===== config.mk =====
export PLATFORM = sky130hd
export DESIGN_NAME = line_sensor_calibrate_centroid_top
export DESIGN_NICKNAME = d
export VERILOG_FILES = /design/src/hw/rtl/lscc_pkg.sv /design/src/hw/rtl/lscc_divider.sv /design/src/hw/rtl/line_sensor_calibrate_centroid_top.sv
export SDC_FILE = /design/constraint.sdc
export NUM_CORES = 2
export LEC_CHECK = 0
export ABC_AREA = 1
export BUFFER_PORTS_ARGS = -buffer_cell sky130_fd_sc_hd__buf_2
export CAP_MARGIN = 20
export CORE_ASPECT_RATIO = 0.75
export CORE_MARGIN = 2
export CORE_UTILIZATION = 40
export CTS_BUF_LIST = sky130_fd_sc_hd__clkbuf_4 sky130_fd_sc_hd__clkbuf_8
export DETAILED_ROUTE_END_ITERATION = 8
export PLACE_DENSITY_LB_ADDON = 0.05
export SYNTH_ARGS = -nofsm -noshare
export SYNTH_HDL_FRONTEND = slang
export SYNTH_SLANG_ARGS = --single-unit

===== constraint.sdc =====
create_clock -name clk_i -period 25.9 [get_ports clk_i]
set_clock_uncertainty 0.1 [all_clocks]
set_input_delay 2.59 -clock clk_i [delete_from_list [all_inputs] [get_ports clk_i]]
set_output_delay 2.59 -clock clk_i [all_outputs]
set_load 0.01 [all_outputs]

===== src/hw/rtl/lscc_pkg.sv =====
// Package for the line sensor calibrate/centroid block.
// Holds the channel count, widths, command codes, register indexes and the divider control type.
// No dependencies.
package lscc_pkg;
  localparam int NumCh = 4;
  localparam int ScaleW = 10;
  localparam int ThrW = 12;
  localparam int NormW = 12;
  localparam int ErrW = 16;
  localparam int CfgIdxW = 1;
  localparam int CfgDataW = 12;
  localparam logic CmdCalibrate = 1'b0;
  localparam logic CmdMeasure = 1'b1;
  localparam logic [CfgIdxW-1:0] RegNormScale = 1'b0;
  localparam logic [CfgIdxW-1:0] RegDetectThr = 1'b1;

  typedef struct packed {
    logic start;
    logic busy;
    logic done;
  } div_ctrl_t;
endpackage


===== src/hw/rtl/lscc_divider.sv =====
// Bit-serial restoring divider, one quotient bit per cycle.
// Uses lscc_pkg for the control struct.
module lscc_divider #(
  parameter int NumW = 32,
  parameter int DenW = 32
) (
  input  logic                clk_i,
  input  logic                rst_ni,
  input  logic                start_i,
  input  logic [NumW-1:0]     num_i,
  input  logic [DenW-1:0]     den_i,
  output lscc_pkg::div_ctrl_t ctrl_o,
  output logic [NumW-1:0]     quot_o
);
  localparam int CntW = $clog2(NumW + 1);
  logic [NumW-1:0] quot_q, quot_d;
  logic [DenW:0]   rem_q, rem_d;
  logic [DenW-1:0] den_q, den_d;
  logic [CntW-1:0] cnt_q, cnt_d;
  logic            busy_q, busy_d, done_q, done_d;
  logic [DenW:0]   trial;

  always_comb begin
    quot_d = quot_q;
    rem_d = rem_q;
    den_d = den_q;
    cnt_d = cnt_q;
    busy_d = busy_q;
    done_d = 1'b0;
    trial = {rem_q[DenW-1:0], quot_q[NumW-1]};
    if (start_i) begin
      quot_d = num_i;
      rem_d = '0;
      den_d = den_i;
      cnt_d = CntW'(NumW);
      busy_d = 1'b1;
    end else if (busy_q) begin
      if (trial >= {1'b0, den_q}) begin
        rem_d = trial - {1'b0, den_q};
        quot_d = {quot_q[NumW-2:0], 1'b1};
      end else begin
        rem_d = trial;
        quot_d = {quot_q[NumW-2:0], 1'b0};
      end
      cnt_d = cnt_q - 1'b1;
      if (cnt_q == CntW'(1)) begin
        busy_d = 1'b0;
        done_d = 1'b1;
      end
    end
  end

  always_ff @(posedge clk_i or negedge rst_ni) begin
    if (!rst_ni) begin
      busy_q <= 1'b0;
      done_q <= 1'b0;
      cnt_q <= '0;
    end else begin
      busy_q <= busy_d;
      done_q <= done_d;
      cnt_q <= cnt_d;
    end
  end

  always_ff @(posedge clk_i) begin
    quot_q <= quot_d;
    rem_q <= rem_d;
    den_q <= den_d;
  end

  assign ctrl_o = '{start: start_i, busy: busy_q, done: done_q};
  assign quot_o = quot_q;
endmodule


===== src/hw/rtl/line_sensor_calibrate_centroid_top.sv =====
// Top level of the line sensor calibration and centroid block.
// Depends on lscc_pkg and lscc_divider.
//
// Channel   Handshake               Payload
// input     in_valid_i / in_stall_o command_i, sample_0_i..sample_3_i
// output    out_valid_o / out_stall_i line_error_o, line_lost_o, norm_0_o..norm_3_o
// config    cfg_we_i                cfg_idx_i, cfg_data_i
//
// A calibrate word goes from the accepting cycle straight to the result state.
// A measure word runs on one shared bit-serial divider of DivW bits, 30 at the default
// sample width: it divides once per windowed channel, skips flat channels, then divides
// once more for the centroid, or skips that division when the line is lost.
// Reset clears the calibration windows at once; no clearing pass.
// A finished word waits until the result register is empty or being taken, and the
// next word can be taken in the cycle after that.
module line_sensor_calibrate_centroid_top #(
  parameter int SAMPLE_BITS = 12
) (
  input  logic                                 clk_i,
  input  logic                                 rst_ni,
  input  logic                                 in_valid_i,
  output logic                                 in_stall_o,
  input  logic                                 command_i,
  input  logic [SAMPLE_BITS-1:0]               sample_0_i,
  input  logic [SAMPLE_BITS-1:0]               sample_1_i,
  input  logic [SAMPLE_BITS-1:0]               sample_2_i,
  input  logic [SAMPLE_BITS-1:0]               sample_3_i,
  output logic                                 out_valid_o,
  input  logic                                 out_stall_i,
  output logic signed [lscc_pkg::ErrW-1:0]     line_error_o,
  output logic                                 line_lost_o,
  output logic [lscc_pkg::NormW-1:0]           norm_0_o,
  output logic [lscc_pkg::NormW-1:0]           norm_1_o,
  output logic [lscc_pkg::NormW-1:0]           norm_2_o,
  output logic [lscc_pkg::NormW-1:0]           norm_3_o,
  input  logic                                 cfg_we_i,
  input  logic [lscc_pkg::CfgIdxW-1:0]         cfg_idx_i,
  input  logic [lscc_pkg::CfgDataW-1:0]        cfg_data_i
);
  localparam int SW = SAMPLE_BITS;
  localparam int NC = lscc_pkg::NumCh;
  localparam int NvW = (SW > lscc_pkg::NormW) ? SW : lscc_pkg::NormW;
  localparam int DivW = NvW + 18;
  localparam int ChW = $clog2(NC);
  localparam logic [2:0] StIdle = 3'd0;
  localparam logic [2:0] StNorm = 3'd1;
  localparam logic [2:0] StWait = 3'd2;
  localparam logic [2:0] StCent = 3'd3;
  localparam logic [2:0] StCWait = 3'd4;
  localparam logic [2:0] StOut = 3'd5;

  logic [2:0] st_q, st_d;
  logic [ChW-1:0] ch_q, ch_d;
  logic [SW-1:0] smp_q [NC];
  logic [SW-1:0] mn_q [NC];
  logic [SW-1:0] mx_q [NC];
  logic [NvW-1:0] nv_q [NC];
  logic first_q;
  logic cmd_q;
  logic [lscc_pkg::ScaleW-1:0] scale_q;
  logic [lscc_pkg::ThrW-1:0] thr_q;
  logic [DivW-1:0] pos_q, wsum_q;
  logic neg_q;
  logic ovalid_q;
  logic signed [lscc_pkg::ErrW-1:0] err_q;
  logic lost_q;
  logic [lscc_pkg::NormW-1:0] onorm_q [NC];

  logic div_start;
  logic [DivW-1:0] div_num, div_den, div_quot;
  lscc_pkg::div_ctrl_t div_ctrl;

  logic in_acc, out_free;
  assign out_free = !ovalid_q || !out_stall_i;
  assign in_stall_o = (st_q != StIdle);
  assign in_acc = in_valid_i && !in_stall_o;

  lscc_divider #(.NumW(DivW), .DenW(DivW)) u_div (
    .clk_i(clk_i), .rst_ni(rst_ni), .start_i(div_start),
    .num_i(div_num), .den_i(div_den), .ctrl_o(div_ctrl), .quot_o(div_quot)
  );

  logic [SW-1:0] lo, hi, v;
  logic flat;
  logic [NvW-1:0] nvc;
  logic [DivW-1:0] offs16, num_pos, num_neg;
  always_comb begin
    lo = mn_q[ch_q];
    hi = mx_q[ch_q];
    flat = (hi <= lo);
    v = smp_q[ch_q];
    if (v < lo) v = lo;
    else if (v > hi) v = hi;
    offs16 = DivW'(((3 * 32'(scale_q)) >> 1)) << 4;
    num_pos = (pos_q << 4);
    num_neg = DivW'(offs16 * wsum_q);
    div_start = 1'b0;
    div_num = DivW'(scale_q) * DivW'(v - lo);
    div_den = DivW'(hi - lo);
    if (st_q == StNorm && !flat) div_start = 1'b1;
    if (st_q == StCent && wsum_q != '0) begin
      div_start = 1'b1;
      div_num = (num_pos >= num_neg) ? num_pos - num_neg : num_neg - num_pos;
      div_den = wsum_q;
    end
    nvc = flat ? NvW'(smp_q[ch_q]) : NvW'(div_quot);
  end

  always_comb begin
    st_d = st_q;
    ch_d = ch_q;
    unique case (st_q)
      StIdle: if (in_acc) st_d = (command_i == lscc_pkg::CmdCalibrate) ? StOut : StNorm;
      StNorm: st_d = flat ? StWait : StWait;
      StWait: if (flat || div_ctrl.done) begin
        ch_d = ch_q + 1'b1;
        st_d = (ch_q == ChW'(NC - 1)) ? StCent : StNorm;
      end
      StCent: st_d = (wsum_q == '0) ? StOut : StCWait;
      StCWait: if (div_ctrl.done) st_d = StOut;
      StOut: if (out_free) st_d = StIdle;
      default: st_d = StIdle;
    endcase
  end

  logic [DivW-1:0] w_add;
  assign w_add = DivW'(scale_q) * DivW'(NC - 1 - int'(ch_q));

  always_ff @(posedge clk_i or negedge rst_ni) begin
    if (!rst_ni) begin
      st_q <= StIdle;
      ch_q <= '0;
      first_q <= 1'b1;
      ovalid_q <= 1'b0;
      scale_q <= 10'd1000;
      thr_q <= 12'd500;
      for (int i = 0; i < NC; i++) begin
        mn_q[i] <= '0;
        mx_q[i] <= '0;
      end
    end else begin
      st_q <= st_d;
      ch_q <= ch_d;
      if (cfg_we_i) begin
        if (cfg_idx_i == lscc_pkg::RegNormScale) scale_q <= cfg_data_i[lscc_pkg::ScaleW-1:0];
        if (cfg_idx_i == lscc_pkg::RegDetectThr) thr_q <= cfg_data_i[lscc_pkg::ThrW-1:0];
      end
      if (st_q == StOut && out_free) ovalid_q <= 1'b1;
      else if (ovalid_q && !out_stall_i) ovalid_q <= 1'b0;
      if (st_q == StOut && out_free) begin
        if (cmd_q == lscc_pkg::CmdCalibrate) begin
          first_q <= 1'b0;
          for (int i = 0; i < NC; i++) begin
            if (first_q || smp_q[i] < mn_q[i]) mn_q[i] <= smp_q[i];
            if (first_q || smp_q[i] > mx_q[i]) mx_q[i] <= smp_q[i];
          end
        end
      end
    end
  end

  always_ff @(posedge clk_i) begin
    if (in_acc) begin
      cmd_q <= command_i;
      smp_q[0] <= sample_0_i;
      smp_q[1] <= sample_1_i;
      smp_q[2] <= sample_2_i;
      smp_q[3] <= sample_3_i;
      pos_q <= '0;
      wsum_q <= '0;
    end
    if (st_q == StWait && (flat || div_ctrl.done)) begin
      nv_q[ch_q] <= nvc;
      if (DivW'(nvc) > DivW'(thr_q)) begin
        pos_q <= pos_q + DivW'(nvc) * w_add;
        wsum_q <= wsum_q + DivW'(nvc);
      end
    end
    if (st_q == StCent) neg_q <= (num_pos < num_neg);
    if (st_q == StOut && out_free) begin
      for (int i = 0; i < NC; i++)
        onorm_q[i] <= (cmd_q == lscc_pkg::CmdCalibrate) ? '0 : nv_q[i][lscc_pkg::NormW-1:0];
      if (cmd_q == lscc_pkg::CmdCalibrate || wsum_q == '0) begin
        err_q <= '0;
        lost_q <= (cmd_q == lscc_pkg::CmdMeasure);
      end else begin
        err_q <= neg_q ? -div_quot[lscc_pkg::ErrW-1:0] : div_quot[lscc_pkg::ErrW-1:0];
        lost_q <= 1'b0;
      end
    end
  end

  assign out_valid_o = ovalid_q;
  assign line_error_o = err_q;
  assign line_lost_o = lost_q;
  assign norm_0_o = onorm_q[0];
  assign norm_1_o = onorm_q[1];
  assign norm_2_o = onorm_q[2];
  assign norm_3_o = onorm_q[3];
endmodule


==> run metrics <==
Final Wtd Congestion=around 0.95; WL final=169 mm; layout cells sized above 1=about 7%; CTS Sinks=between 400 and 500; Mean Syn Cell Area=between 7 and 8 sq um; IO Pins=roughly 130; largest net degree at the start of global routing=just over 100; core box area=120,000 sq um; number of global-route vias before repair=~40k; initial antenna violation count=6; GRT overflow=0; TritonCTS clock tree=yes; CTS max path bufs=3; Worst setup SP type=flop; Post-Syn Instances=about 6.3k; library cells used by synthesis=between 60 and 70; endpoints failing setup=0; WL/cell=between 20 and 25 um; Crit path depth=45; drt drc=0; GRT Total Usage=between 20 and 30%; register area share after synthesis=24.4%; Tmin final=approximately 11 ns; Max Cap Viol=0; kind of critical path=reg2reg; Post-Syn Area=approximately 48,000 sq um; total CTS buffers=84; crit-path max FO=just over 100; Area contributors post-synth=fa_1 (16%), edfxtp_1 (14%), ha_1 (13%), nand2_1 (11%), inv_1 (9.4%); DR vias=approximately 42k; fmax=about 89 MHz; Sum Neg Setup Slack=0 ns; WP data arrival=between 10 and 15 ns; NumNets Final=about 7.3k; Hold WS=between 0.3 and 0.4 ns; DR vias/cell=roughly 5.2; ANT nets after route=0; clk root buf=clkbuf_8; CP most frequent cell=nand2_1; Synth top cells by count=nand2_1 (1,432), inv_1 (1,213), nor2_1 (563); endpoints failing hold=0; hold path depth=2; Rel. slew slack=18.4%; worst endpoint required time=roughly 26 ns; drt initial violations=about 4.0k; Area Overhead vs Synth=7.97%; worst r2r path cells=45; WP buf/inv=10; Die ar.=roughly 120,000 sq um; Hold Crit Class=reg2reg; Post-synth EDFFs=between 200 and 250; worst slew pin tran=around 1.2 ns; wl on met1=roughly 90 mm; H-tree depth=3; Top Family by Delay on Critical Path=adder cells; ys async rst share=between 20 and 30%; Tcrit/Tclk final=about 43%; dpl hpwl=~140 mm; DIE WIDTH=405 um; Die Height=between 300 and 400 um; Top FF cell, synth=edfxtp_1; dominant cell type by area after synthesis=fa_1; Ys Warns=0; port bufs=~130; row cnt=110; worst stage delay on the critical path=approximately 0.94 ns; outcome=complete, no violations; top-count cell post-synth=nand2_1; Yosys reg bits=between 400 and 500; metal3 WL=roughly 15 mm; Slowest cell on crit path=o21ai_0; Net Count, Synth=7,254; Worst setup EP type=flop; met2 WL=~62 mm; Pre-Repair DR Iteration Count=6; Clock transition at path regs=approximately 0.06 ns; cts hold-fix bufs=0; first-pass GRT wire length=roughly 260 mm; post-CTS setup buffer count=0; Initial Util=between 40% and 50%; Synth top area share=16.5%; Clock Latency Late Sink=between 0.8 and 0.9 ns; pins over their slew limit=0; RSZ-0062 raised after global routing=false; DR top layer=met5; post-cts gate resize count=0
-- registers in the layout (all words and copies together), names as in the netlist, 2 cells and up --
register	cells
mn_q	48
mx_q	48
nv_q	48
onorm_q	48
smp_q	48
u_div.den_q	30
u_div.quot_o	30
u_div.rem_q	30
wsum_q	30
pos_q	26
line_error_o	16
thr_q	12
scale_q	10
u_div.cnt_q	5
st_q	3
ch_q	2
-- area by class of cell --
type	instances	area (sq um)
Antenna cell	5	12.5
Fill cell	12400	67700
Sequential cell	441	11700
Tap cell	1568	1960
Multi-Input combinational cell	4448	30900
Clock inverter	37	339
Inverter	1237	4650
Clock buffer	119	1450
Timing Repair Buffer	167	935
-- routing by layer --
metal / vias to the layer above / track usage (%)
met2: 1404 / 35.3
met3: 166 / 6.92
met1: 20100 / 46.0
met5: - / 0
li1: 20100 / -
met4: 2 / 5.33
-- stage by stage --
| stage | util, % | setup slack, ns | std cells | area [sq um] |
|---|---|---|---|---|
| final | 43.4 | 14.69 | 8022 | 52000 |
| after global routing | 43.4 | 13.80 | 8020 | 52000 |
| after CTS | 43.4 | 14.81 | 8016 | 52000 |
| after detailed placement | 41.9 | 14.85 | 7860 | 50200 |
| after global placement | 41.9 | 14.82 | 7857 | 50200 |
| after floorplan | - | 17.03 | 6308 | 48200 |
-- logic make-up (layout without fill, tap and decap cells) --
| family | Yosys count | count (layout) | share of synthesized area (%) |
|---|---|---|---|
| simple gates | 2424 | 2424 | 20.7 |
| buf+inv | 1419 | 1560 | 11.5 |
| compound gates | 976 | 976 | 11.3 |
| fa+ha+maj | 879 | 879 | 29.0 |
| flops | 441 | 441 | 24.4 |
| xor+xnor | 169 | 169 | 3.12 |
| other cells | 0 | 5 | 0 |
-- cell usage in the layout, fill, tap and decap left out, types with 19 or more instances in the layout --
master    instances
nand3_1         221
nor3_1           61
buf_4            31
or2_2            19
fa_1            396
buf_2           133
nand2_1        1432
o21ai_0         339
dfrtp_1         118
xor2_1          108
nor4_1           19
a21oi_1         411
clkbuf_8         90
dfxtp_1          86
inv_1          1211
nand4_1          55
o21bai_1         22
nor2_1          561
a21o_1           25
a32oi_1          30
clkinv_1         19
clkbuf_4         30
xnor2_1          58
edfxtp_1        223
ha_1            483
o21ai_1          45
-- worst min-delay path, cell delays in order (launching register included) --
cell     delay, ns
dfstp_2       0.36
o21ai_0       0.06
inv_1         0.04
-- path summary, 6_finish.rpt --
path                       startpoint                to  slack (ns)
hold / removal                first_q           first_q        0.37
setup / recovery              ch_q[0]  u_div.quot_o[27]       14.69
max in group asynchronous      rst_ni           ch_q[0]       22.42
setup reg to reg              ch_q[0]  u_div.quot_o[27]       14.69
min in group asynchronous      rst_ni          mx_q[41]        1.73
hold reg to reg               first_q           first_q        0.37
Power is left out: the tool's default activity adds up to more than one toggle a clock period on the data nets, which glitch-free logic cannot reach.
